### config.mk
export PLATFORM = sky130hd
export DESIGN_NAME = hrrn_pick_arbiter_unit
export DESIGN_NICKNAME = d
export VERILOG_FILES = /design/src/rtl/hpa_pkg.sv /design/src/rtl/hpa_ram.sv /design/src/rtl/hpa_ctrl.sv /design/src/rtl/hpa_dp.sv /design/src/rtl/hrrn_pick_arbiter_unit.sv
export SDC_FILE = /design/constraint.sdc
export NUM_CORES = 2
export LEC_CHECK = 0
export BUFFER_PORTS_ARGS = -buffer_cell sky130_fd_sc_hd__buf_2
export CORE_MARGIN = 10
export CORE_UTILIZATION = 55
export CTS_BUF_LIST = sky130_fd_sc_hd__clkbuf_4
export CTS_CLUSTER_SIZE = 16
export DETAILED_ROUTE_END_ITERATION = 8
export MAX_ROUTING_LAYER = met4
export PLACE_DENSITY = 0.78
export SETUP_SLACK_MARGIN = 0.4
export SYNTH_ARGS = -nofsm -noshare
export SYNTH_HDL_FRONTEND = slang
export SYNTH_SLANG_ARGS = --single-unit
### constraint.sdc
create_clock -name clk -period 8.8 [get_ports clk]
set_input_delay 1.76 -clock clk [delete_from_list [all_inputs] [get_ports clk]]
set_output_delay 1.76 -clock clk [all_outputs]
set_load 0.1 [all_outputs]
### src/rtl/hpa_pkg.sv
`default_nettype none
package hpa_pkg;

  // Input item command codes, carried in in_tuser.
  localparam logic CMD_WRITE = 1'b0;
  localparam logic CMD_PICK  = 1'b1;

  // Field widths.
  localparam int SLOT_W  = 6;
  localparam int WAIT_W  = 16;
  localparam int BURST_W = 8;
  localparam int NUM_W   = WAIT_W + 1;
  localparam int PROD_W  = NUM_W + BURST_W;
  localparam int RATIO_W = 23;
  localparam int SCALE_W = 24;
  localparam int DIV_CW  = $clog2(RATIO_W);
  localparam int TDATA_W = 32;

  localparam int RATIO_SCALE = 100;

  // Input tdata layout, lowest bit first: slot, runnable, wait ticks, burst length.
  localparam int IN_SLOT_LSB  = 0;
  localparam int IN_RUN_BIT   = IN_SLOT_LSB + SLOT_W;
  localparam int IN_WAIT_LSB  = IN_RUN_BIT + 1;
  localparam int IN_BURST_LSB = IN_WAIT_LSB + WAIT_W;

  // Slot table word: {ready, wait, burst}.
  localparam int ENTRY_W = 1 + WAIT_W + BURST_W;

  typedef logic [ENTRY_W-1:0] hpa_entry_t;

  typedef struct packed {
    logic clr_we;
    logic item_we;
    logic fin_we;
    logic cnt_zero;
    logic cnt_inc;
    logic rd_en;
    logic best_clear;
    logic div_load;
    logic div_step;
    logic out_load;
  } hpa_cmd_t;

  typedef struct packed {
    logic have;
    logic last_slot;
    logic scan_end;
    logic div_end;
  } hpa_sts_t;

endpackage
`default_nettype wire

### src/rtl/hpa_ram.sv
`default_nettype none
module hpa_ram #(
  parameter int WIDTH = 8,
  parameter int DEPTH = 64
) (
  input  wire logic                     clk,
  input  wire logic                     we,
  input  wire logic [$clog2(DEPTH)-1:0] waddr,
  input  wire logic [WIDTH-1:0]         wdata,
  input  wire logic                     re,
  input  wire logic [$clog2(DEPTH)-1:0] raddr,
  output      logic [WIDTH-1:0]         rdata
);

  logic [WIDTH-1:0] mem [DEPTH];

  always_ff @(posedge clk) begin
    if (we) begin
      mem[waddr] <= wdata;
    end
    if (re) begin
      rdata <= mem[raddr];
    end
  end

endmodule
`default_nettype wire

### src/rtl/hpa_ctrl.sv
`default_nettype none
module hpa_ctrl
  import hpa_pkg::*;
(
  input  wire logic     clk,
  input  wire logic     rst_n,
  input  wire logic     in_tvalid,
  input  wire logic     in_tuser,
  output      logic     in_tready,
  output      logic     out_tvalid,
  input  wire logic     out_tready,
  output      hpa_cmd_t cmd,
  input  wire hpa_sts_t sts
);

  localparam logic [2:0] ST_CLR  = 3'd0;
  localparam logic [2:0] ST_IDLE = 3'd1;
  localparam logic [2:0] ST_SCAN = 3'd2;
  localparam logic [2:0] ST_FIN  = 3'd3;
  localparam logic [2:0] ST_DIV  = 3'd4;
  localparam logic [2:0] ST_OUT  = 3'd5;

  logic [2:0] state_r, state_nxt;
  logic       out_valid_r, out_valid_nxt;
  logic       in_acc;

  assign in_tready  = (state_r == ST_IDLE);
  assign in_acc     = in_tvalid && in_tready;
  assign out_tvalid = out_valid_r;

  always_comb begin
    state_nxt = state_r;
    cmd       = '0;
    case (state_r)
      ST_CLR: begin
        cmd.clr_we  = 1'b1;
        cmd.cnt_inc = 1'b1;
        if (sts.last_slot) begin
          state_nxt = ST_IDLE;
        end
      end
      ST_IDLE: begin
        if (in_acc) begin
          if (in_tuser == CMD_PICK) begin
            cmd.cnt_zero   = 1'b1;
            cmd.best_clear = 1'b1;
            state_nxt      = ST_SCAN;
          end else begin
            cmd.item_we = 1'b1;
          end
        end
      end
      ST_SCAN: begin
        // The last slot read is still being compared in the cycle that sees scan_end.
        if (sts.scan_end) begin
          state_nxt = ST_FIN;
        end else begin
          cmd.rd_en   = 1'b1;
          cmd.cnt_inc = 1'b1;
        end
      end
      ST_FIN: begin
        if (sts.have) begin
          cmd.fin_we   = 1'b1;
          cmd.div_load = 1'b1;
          cmd.cnt_zero = 1'b1;
          state_nxt    = ST_DIV;
        end else begin
          state_nxt = ST_OUT;
        end
      end
      ST_DIV: begin
        cmd.div_step = 1'b1;
        cmd.cnt_inc  = 1'b1;
        if (sts.div_end) begin
          state_nxt = ST_OUT;
        end
      end
      ST_OUT: begin
        if (!out_valid_r || out_tready) begin
          cmd.out_load = 1'b1;
          state_nxt    = ST_IDLE;
        end
      end
      default: begin
        state_nxt = ST_IDLE;
      end
    endcase
  end

  always_comb begin
    out_valid_nxt = out_valid_r;
    if (cmd.out_load) begin
      out_valid_nxt = 1'b1;
    end else if (out_tready) begin
      out_valid_nxt = 1'b0;
    end
  end

  always_ff @(posedge clk) begin
    if (!rst_n) begin
      state_r     <= ST_CLR;
      out_valid_r <= 1'b0;
    end else begin
      state_r     <= state_nxt;
      out_valid_r <= out_valid_nxt;
    end
  end

endmodule
`default_nettype wire

### src/rtl/hpa_dp.sv
`default_nettype none
module hpa_dp
  import hpa_pkg::*;
#(
  parameter int SLOTS = 64
) (
  input  wire logic               clk,
  input  wire logic               rst_n,
  input  wire hpa_cmd_t           cmd,
  output      hpa_sts_t           sts,
  input  wire logic [TDATA_W-1:0] in_tdata,
  output      logic [TDATA_W-1:0] out_tdata,
  output      logic               out_tuser
);

  localparam int AW  = $clog2(SLOTS);
  localparam int CW0 = $clog2(SLOTS + 1);
  localparam int CW  = (CW0 > DIV_CW) ? CW0 : DIV_CW;

  logic [CW-1:0] cnt_r, cnt_nxt;

  // Input fields.
  logic [SLOT_W-1:0]  in_slot;
  logic               in_run;
  logic [WAIT_W-1:0]  in_wait;
  logic [BURST_W-1:0] in_burst, burst_fix;
  logic [AW+SLOT_W-1:0] slot_ext;
  logic               slot_ok;

  // Table port signals.
  logic             ram_we;
  logic [AW-1:0]    ram_waddr;
  hpa_entry_t       ram_wdata;
  hpa_entry_t       rd_word;

  // Scan state.
  logic              ev_v_r;
  logic              have_r;
  logic [AW-1:0]     ev_idx_r;
  logic [AW-1:0]     best_idx_r;
  logic [NUM_W-1:0]  top_num_r;
  logic [BURST_W-1:0] top_den_r;
  logic              r_ready;
  logic [WAIT_W-1:0] r_wait;
  logic [BURST_W-1:0] r_burst;
  logic [NUM_W-1:0]  r_num;
  logic [PROD_W-1:0] lhs, rhs;
  logic              take;

  // Divider state.
  logic [RATIO_W-1:0] quo_r;
  logic [BURST_W-1:0] rem_r;
  logic [SCALE_W-1:0] dividend;
  logic [BURST_W:0]   trial, diff;
  logic               ge;

  // Result registers.
  logic               out_found_r;
  logic [SLOT_W-1:0]  out_slot_r;
  logic [RATIO_W-1:0] out_ratio_r;
  logic [AW+SLOT_W-1:0] best_ext;

  assign in_slot   = in_tdata[IN_SLOT_LSB +: SLOT_W];
  assign in_run    = in_tdata[IN_RUN_BIT];
  assign in_wait   = in_tdata[IN_WAIT_LSB +: WAIT_W];
  assign in_burst  = in_tdata[IN_BURST_LSB +: BURST_W];
  // A zero burst is kept as one so the rounding divide stays defined.
  assign burst_fix = (in_burst == '0) ? BURST_W'(1) : in_burst;
  assign slot_ext  = {{AW{1'b0}}, in_slot};
  assign slot_ok   = (32'(in_slot) < 32'(SLOTS));

  assign sts.have      = have_r;
  assign sts.last_slot = (cnt_r == CW'(SLOTS - 1));
  assign sts.scan_end  = (cnt_r == CW'(SLOTS));
  assign sts.div_end   = (cnt_r == CW'(RATIO_W - 1));

  always_comb begin
    cnt_nxt = cnt_r;
    if (cmd.cnt_zero) begin
      cnt_nxt = '0;
    end else if (cmd.cnt_inc) begin
      cnt_nxt = cnt_r + CW'(1);
    end
  end

  always_comb begin
    ram_we    = 1'b0;
    ram_waddr = '0;
    ram_wdata = '0;
    if (cmd.clr_we) begin
      ram_we    = 1'b1;
      ram_waddr = cnt_r[AW-1:0];
    end else if (cmd.fin_we) begin
      // The picked slot is now running: its entry goes back to not ready.
      ram_we    = 1'b1;
      ram_waddr = best_idx_r;
    end else if (cmd.item_we && slot_ok) begin
      ram_we    = 1'b1;
      ram_waddr = slot_ext[AW-1:0];
      ram_wdata = {in_run, in_wait, burst_fix};
    end
  end

  hpa_ram #(
    .WIDTH (ENTRY_W),
    .DEPTH (SLOTS)
  ) u_table (
    .clk   (clk),
    .we    (ram_we),
    .waddr (ram_waddr),
    .wdata (ram_wdata),
    .re    (cmd.rd_en),
    .raddr (cnt_r[AW-1:0]),
    .rdata (rd_word)
  );

  // Compare ratios by cross-multiplication; only a strictly larger one replaces the best.
  assign r_ready = rd_word[ENTRY_W-1];
  assign r_wait  = rd_word[BURST_W +: WAIT_W];
  assign r_burst = rd_word[BURST_W-1:0];
  assign r_num   = NUM_W'(r_wait) + NUM_W'(r_burst);
  assign lhs     = PROD_W'(r_num) * PROD_W'(top_den_r);
  assign rhs     = PROD_W'(top_num_r) * PROD_W'(r_burst);
  assign take    = ev_v_r && r_ready && (!have_r || (lhs > rhs));

  assign dividend = SCALE_W'(top_num_r) * SCALE_W'(RATIO_SCALE)
                  + SCALE_W'(top_den_r >> 1);
  assign trial    = {rem_r, quo_r[RATIO_W-1]};
  assign diff     = trial - {1'b0, top_den_r};
  assign ge       = (trial >= {1'b0, top_den_r});

  assign best_ext = {{SLOT_W{1'b0}}, best_idx_r};

  always_ff @(posedge clk) begin
    if (!rst_n) begin
      cnt_r  <= '0;
      ev_v_r <= 1'b0;
      have_r <= 1'b0;
    end else begin
      cnt_r  <= cnt_nxt;
      ev_v_r <= cmd.rd_en;
      if (cmd.best_clear) begin
        have_r <= 1'b0;
      end else if (take) begin
        have_r <= 1'b1;
      end
    end
  end

  always_ff @(posedge clk) begin
    ev_idx_r <= cnt_r[AW-1:0];
    if (take) begin
      best_idx_r <= ev_idx_r;
      top_num_r  <= r_num;
      top_den_r  <= r_burst;
    end
    if (cmd.div_load) begin
      quo_r <= dividend[RATIO_W-1:0];
      rem_r <= '0;
    end else if (cmd.div_step) begin
      quo_r <= {quo_r[RATIO_W-2:0], ge};
      rem_r <= ge ? diff[BURST_W-1:0] : trial[BURST_W-1:0];
    end
    if (cmd.out_load) begin
      out_found_r <= have_r;
      out_slot_r  <= have_r ? best_ext[SLOT_W-1:0] : '0;
      out_ratio_r <= have_r ? quo_r : '0;
    end
  end

  assign out_tdata = {{(TDATA_W - RATIO_W - SLOT_W){1'b0}}, out_ratio_r, out_slot_r};
  assign out_tuser = out_found_r;

endmodule
`default_nettype wire

### src/rtl/hrrn_pick_arbiter_unit.sv
`default_nettype none
// Channel | Direction | Beat contents
// in_*    | input     | tuser: cmd; tdata: slot, runnable, wait ticks, burst length
// out_*   | output    | tuser: found; tdata: picked_slot, ratio_x100
//
// A write beat produces no output beat.
// A pick reads the table once per slot through the slot RAM's single read port,
// then runs a 23-step bit-serial rounding divide.
// A pick that finds no ready slot skips the divide.
// After reset the slot table is cleared one entry per cycle, with in_tready low.
// A waiting result is held in the output register while the next input beat is accepted.
module hrrn_pick_arbiter_unit
  import hpa_pkg::*;
#(
  parameter int SLOTS = 64
) (
  input  wire logic               clk,
  input  wire logic               rst_n,
  input  wire logic               in_tvalid,
  output      logic               in_tready,
  input  wire logic [TDATA_W-1:0] in_tdata,   // [5:0] slot, [6] runnable, [22:7] wait ticks,
                                              // [30:23] burst length
  input  wire logic               in_tuser,   // [0] cmd
  output      logic               out_tvalid,
  input  wire logic               out_tready,
  output      logic [TDATA_W-1:0] out_tdata,  // [5:0] picked_slot, [28:6] ratio_x100
  output      logic               out_tuser   // [0] found
);

  hpa_cmd_t cmd;
  hpa_sts_t sts;

  hpa_ctrl u_ctrl (
    .clk        (clk),
    .rst_n      (rst_n),
    .in_tvalid  (in_tvalid),
    .in_tuser   (in_tuser),
    .in_tready  (in_tready),
    .out_tvalid (out_tvalid),
    .out_tready (out_tready),
    .cmd        (cmd),
    .sts        (sts)
  );

  hpa_dp #(
    .SLOTS (SLOTS)
  ) u_dp (
    .clk       (clk),
    .rst_n     (rst_n),
    .cmd       (cmd),
    .sts       (sts),
    .in_tdata  (in_tdata),
    .out_tdata (out_tdata),
    .out_tuser (out_tuser)
  );

endmodule
`default_nettype wire

Word level (Yosys, flattened, before mapping)

Memories as Yosys holds them, arrays and structs flattened. A register that Yosys moved wholly into a read port is not among the register bits.
Cells that the tools add are included.

Add/subtract/negate cells: 4
Multiply operators: 3
$lt $le $gt $ge: 2
Eq/ne operators: 14
Multiplexer cells: 43
Bitwise logic cells: 1
Reduce and logical (&&, ||, !) cells: 15

Operators with widths:

| cell                                                                 | count |
|---|---|
| 25-bit two-way mux                                                   | 3 |
| 17-bit by 8-bit multiplier with 25-bit output                        | 2 |
| 23-bit two-way mux                                                   | 2 |
| 25-bit > comparator                                                  | 1 |
| 23-bit by 7-bit adder with 23-bit output                             | 1 |
| 1-bit two-way mux                                                    | 22 |
| 17-bit by 5-bit multiplier with 21-bit output, second input constant | 1 |
| 3-bit two-way mux                                                    | 6 |
| 6-bit two-way mux                                                    | 3 |
| 3-bit case mux with 6 select lines                                   | 1 |
| 16-bit by 8-bit adder with 17-bit output                             | 1 |
| 8-bit two-way mux                                                    | 2 |
| 2-bit != test, second input constant                                 | 5 |
| 9-bit by 8-bit greater-or-equal comparator with 1-bit output         | 1 |
| 8-bit logical NOT                                                    | 1 |
| 8-bit subtractor                                                     | 1 |
| 7-bit by 1-bit adder with 7-bit output, second input constant        | 1 |
| 7-bit by 5-bit == test with 1-bit output, second input constant      | 1 |
| 7-bit by 6-bit == test with 1-bit output, second input constant      | 1 |
| 7-bit == test, second input constant                                 | 1 |
| 3-bit by 2-bit == test with 1-bit output, second input constant      | 2 |
| 3-bit == test, second input constant                                 | 2 |
| 6-bit AND reduction                                                  | 1 |
| 2-bit OR reduction                                                   | 3 |
| other kinds (10)                                                     | 17 |

Register bits: 111
RAM bits: 1600
Input bits: 37
Output and inout bits: 35
Logic and storage cells: 97
Memories: 1

Memory list:

| memory           | depth | bits a word | rd ports | clocked after Yosys merged registers in | write ports | line          | source |
|---|---|---|---|---|---|---|---|
| u_dp.u_table.mem | 64    | 25          | 1        | 1                                       | 1           | hpa_ram.sv:15 | `logic [WIDTH-1:0] mem [DEPTH];` |

Longest topological paths before layout

Depth in word-level cells: 9
Mapped depth: 36
Mapped depth without buffers: 36

Hierarchy

Synthesis repeated with hierarchy kept, for this count alone.

Cell total of the unflattened synthesis: 4630
Area total of the unflattened synthesis: 79164.7 um2

By module, submodules not included:

| module   | times used | cells an instance | area each (um2) | sequential area each (um2) |
|---|---|---|---|---|
| hpa_ram  | 1          | 2850              | 62747.7         | 48796.8 |
| hpa_dp   | 1          | 1742              | 16129.2         | 2982.9 |
| hpa_ctrl | 1          | 38                | 287.8           | 80.1 |

Worst setup path before layout

Ideal clock, no wire load.

Path type: register to register
Start point: reg u_dp.u_table.rdata[0] (read register of u_dp.u_table.mem)
End point: reg u_dp.best_idx_r[0] (enable)
Setup time: 0.437 ns
Arrival: 8.895 ns
Required time: 8.363 ns
Slack: -0.533 ns
Cell stages (with the launch flop): 34
Path buffers: 0
Period minus slack after synthesis: 9.333 ns
Cell sequence: edfxtp_1 ha_1 inv_1 fa_1 nor2b_1 o21ai_0 a21boi_0 o21ai_0 a21boi_0 o21ai_0 a211oi_1 xnor2_1 nor2_1 fa_1 fa_1 fa_1 inv_1 fa_1 inv_1 ha_1 a21o_1 a21o_1 a21o_1 a21oi_1 a21oi_1 or3_1 a31o_2 a21oi_1 xnor2_1 ha_1 nand4_1 nor2_1 o21ai_0 a41oi_1

Word-level cells in the longest chain between the ends: 5
Elaborated cells between the ends (all ways): 6
Those cells by class: add/sub (1); mul (2); order compare (1); reduce/logical (2)

RTL lines:

| element                                       | line          | source |
|---|---|---|
| from (decl)                                   | hpa_ram.sv:12 | `output logic [WIDTH-1:0] rdata` |
| 16-bit by 8-bit adder with 17-bit output      | hpa_dp.sv:121 | `assign r_num = NUM_W'(r_wait) + NUM_W'(r_burst);` |
| 17-bit by 8-bit multiplier with 25-bit output | hpa_dp.sv:122 | `assign lhs = PROD_W'(r_num) * PROD_W'(top_den_r);` |
| 25-bit > comparator *                         | hpa_dp.sv:124 | `assign take = ev_v_r && r_ready && (!have_r \|\| (lhs > rhs));` |
| 1-bit logical OR *                            | hpa_dp.sv:124 |  |
| 1-bit logical AND *                           | hpa_dp.sv:124 |  |
| net u_dp.take                                 | hpa_dp.sv:48  | `logic take;` |
| to (signal assigned)                          | hpa_dp.sv:153 | `best_idx_r <= ev_idx_r;` |
| to (decl)                                     | hpa_dp.sv:40  | `logic [AW-1:0] best_idx_r;` |

Mark *: on every way through the listed nets, which the timed path passes. The rest lies on a longest branch.
A chain may end at the register's enable or synchronous reset.

Worst setup path in the final report

Start point: reg u_dp.u_table.rdata[0] (read register of u_dp.u_table.mem)
End point: reg u_dp.top_num_r[3] (enable)

Word-level cells in the longest chain between the ends: 5
Elaborated cells between the ends (all ways): 6
Those cells by class: add/sub (1); mul (2); order compare (1); reduce/logical (2)

RTL lines:

| element                                       | line          | source |
|---|---|---|
| 16-bit by 8-bit adder with 17-bit output      | hpa_dp.sv:121 |  |
| net u_dp.r_num[8]                             | hpa_dp.sv:46  | `logic [NUM_W-1:0] r_num;` |
| 17-bit by 8-bit multiplier with 25-bit output | hpa_dp.sv:122 |  |
| 25-bit > comparator                           | hpa_dp.sv:124 |  |
| 1-bit logical OR                              | hpa_dp.sv:124 |  |
| 1-bit logical AND                             | hpa_dp.sv:124 |  |
| net u_dp.take                                 | hpa_dp.sv:48  |  |
| to (signal assigned)                          | hpa_dp.sv:154 | `top_num_r <= r_num;` |
| to (decl)                                     | hpa_dp.sv:41  | `logic [NUM_W-1:0] top_num_r;` |

The timed path passes the listed nets, and every way through them passes these cells.

==> impl_metrics.toml <==
[status]
status = "finished, final reports clean"

[sta]
clock_skew_ps = 160
slew_violations = 0
rsz0062_at_grt = "no"
finalCritPeriodShare_pct = 91.9
timing.final.ws_setup_ps = 709
fmax_mhz = 124
period_needed_ps = 8090
tns_ps = 0
holdWs_ps = 402
setup_violations = 0
worstMarginPinSlew_ps = 1350
timing.slew.headroom_pct = 9.82
hold_violations = 0

[grt]
grt_max_degree = 134
antenna_found_initial = 11
grt_pass1_vias = 42785
grt_overflow = 0
grt_pass1_wl_um = 270000
grtUsageTotal_pct = 24.0

[detailed_routing]
drt-initial-drc-count = 4743
num_vias = 41111
wl_met1_um = 67200
drcViolationCount = 0
routed.top_layer = "met4"
dr.pass1.iters = 6
wl_met3_um = 19000
viasPerCell = 6.14
wl_um = 183000
wl_per_cell_um = 27.3
ant_nets = 0
wl_met2_um = 91100

[layout]
syn_to_final_growth_pct = 10.8
layout_commonest_cell = "edfxtp_1"
fin_cells = 6697
mostFrequentLayoutCells = "edfxtp_1, clkbuf_4, mux4_2, inv_1, fa_1"
drive_gt1_share_pct = 29.8
fin_nets = 4940

[die]
core_area_um2 = 140000
die_w_um = 395
io_pins = 72
fp-row-count = 137
start_util_pct = 55.5
dieArea_um2 = 156000
fp.dieH_um = 395

[placed_design]
portBuffers = 67
dp.cells = 5953
dpl.hpwl_um = 105000
place_ws_ps = 65.8
gp_congestion = 0.905

[cts]
clock_latency_ps = 1280
clk_pin_slew_ps = 60
clock-sinks = 1736
h-tree-depth = 5
cts_buffer_depth = 4
cts_root_buf = "clkbuf_4"
cts_buffers = 427
cts_tree = "built"

[synth]
async_reset_ff_share_pct = 0
synth_cell_types = 85
synth_cells = 4119
synth_area_um2 = 77500
avgSynthCellArea_um2 = 18.8
ys.flop_type = "edfxtp_1"
synth.yosys.seq_area_share_pct = 66.9
synth_warnings = 0
synth_seq_cells = 1736
synth_edf_count = 1709

[worst_setup_path]
startpoint = "u_dp.u_table.rdata[0]"
critical-path-max-stage-delay_ps = 590
worstSetupPathType = "reg2reg"
reg2reg_slack_ps = 710
cp_max_fo = 11
critPathCaptureType = "flip-flop"
crit_path_end = "u_dp.top_num_r[3]"
worstPathArrival_ps = 8940
rr_endpoint = "u_dp.top_num_r[3]"
start_kind = "flip-flop"
worstPathRequired_ps = 9650
regToRegStartpoint = "u_dp.u_table.rdata[0]"
crit_top_cell = "fa_1"
slowest_stage = "fa_1"
rr_worst_depth = 33

[worst_hold_path]
hp-class = "reg2reg"

[power]
fin_total_pwr_w = 0.0243
p_leak_nw = 30.2
power.density_nw_per_um2 = 283
ir_drop_v = 0.000312

[flow_run]
maxCapViolCount = 0
==> state kept, by name, summed over array words and instances, names as in the netlist, 7 cells and up <==
register / flops
u_dp.quo_r: 23
u_dp.u_table.rdata: 25
u_dp.out_ratio_r: 23
u_dp.rem_r: 8
u_dp.u_table.mem: 1600
u_dp.cnt_r: 7
u_dp.top_num_r: 17
u_dp.top_den_r: 8
==> metal layers <==
layer | track usage [%] | vias to the layer above
li1 | - | 17184
met1 | 30.1 | 21164
met2 | 38.1 | 2404
met3 | 6.09 | 359
met4 | 8.69 | 0
met5 | - | -
==> through the flow <==
stage                     instance area [um^2]  utilization (%)
after floorplan                          77600                -
after global placement                   80600             57.7
after detailed placement                 80600             57.7
after CTS                                85700             61.4
after global routing                     85900             61.5
final                                    85900             61.5
==> how the worst min path moves through the flow <==
stage | start | end | slack, ps | cells past startpoint
final | u_dp.ev_idx_r[0] | u_dp.best_idx_r[0] | 400 | 0
after global routing | u_dp.ev_idx_r[5] | u_dp.best_idx_r[5] | 420 | 0
after CTS | u_dp.ev_idx_r[0] | u_dp.best_idx_r[0] | 400 | 0
after detailed placement | u_dp.ev_idx_r[0] | u_dp.best_idx_r[0] | 390 | 0
after global placement | u_dp.ev_idx_r[1] | u_dp.best_idx_r[1] | 390 | 0
after floorplan | u_dp.cnt_r[2] | u_dp.ev_idx_r[2] | 330 | 0
==> kinds of logic (layout without fill, tap and decap cells) <==
family          Yosys count  count (layout)  synth area share (%)
compound gates          242             242                  2.09
buf+inv                 451            1133                  2.20
xor+xnor                 88              88                 0.994
simple gates            680             680                  4.32
fa+ha+maj               387             387                  8.13
flops                  1736            1736                  66.9
other cells               1              21               0.00484
mux                     534             534                  15.4
==> final cells by class <==
cell class              instances  area, um^2
well taps                    1876        2350
clock buffers                 612        4590
inverters                     288        1080
clock inverters               104         439
fillers                      9645       53800
flip-flops and latches       1736       51900
repair buffers                129         930
multi-input cells            1934       24600
diodes                         18        45.0
==> what timing repair did <==
action,CTS,global route
endpoints found under the setup margin,31,31
gates cloned,0,2
setup buffers,0,8
hold buffers,0,0
gates resized for setup,11,22
pin swaps,1,7
==> critical path: cells and delay by family (launching register included) <==
| family | cells | cell delay (ps) |
|---|---|---|
| compound gates | 11 | 2280 |
| xor+xnor | 2 | 250 |
| fa+ha+maj | 8 | 2970 |
| buf+inv | 4 | 600 |
| flops | 1 | 400 |
| simple gates | 8 | 1260 |
==> Yosys cell counts (all sizes together) (6+ instances only) <==
master | n | area (um^2)
o31ai | 6 | 50.1
xor2 | 28 | 245
a31oi | 8 | 71.3
a211oi | 8 | 65.1
nand3 | 31 | 155
mux2i | 7 | 70.1
buf | 44 | 179
o21a | 24 | 181
or3 | 6 | 37.5
ha | 192 | 2400
mux4 | 525 | 11800
nand4 | 14 | 87.6
and2 | 174 | 1090
o21bai | 8 | 60.1
nand2 | 182 | 683
nand2b | 21 | 131
nor2b | 16 | 108
clkbuf | 119 | 448
nor2 | 182 | 683
nor3 | 21 | 105
dfxtp | 27 | 541
fa | 195 | 3900
xnor2 | 60 | 526
o21ai | 59 | 299
inv | 284 | 1070
a21oi | 56 | 284
edfxtp | 1709 | 51300
a21o | 25 | 188
and3 | 8 | 50.1
==> report_power, final <==
part | leakage [nW] | internal, W | switching, W
registers | 16.7 | 0.00937 | 0.000187
logic | 10.5 | 0.00392 | 0.00460
clock network | 3.04 | 0.00319 | 0.00306
No activity file was read; power rests on OpenSTA's default activity.
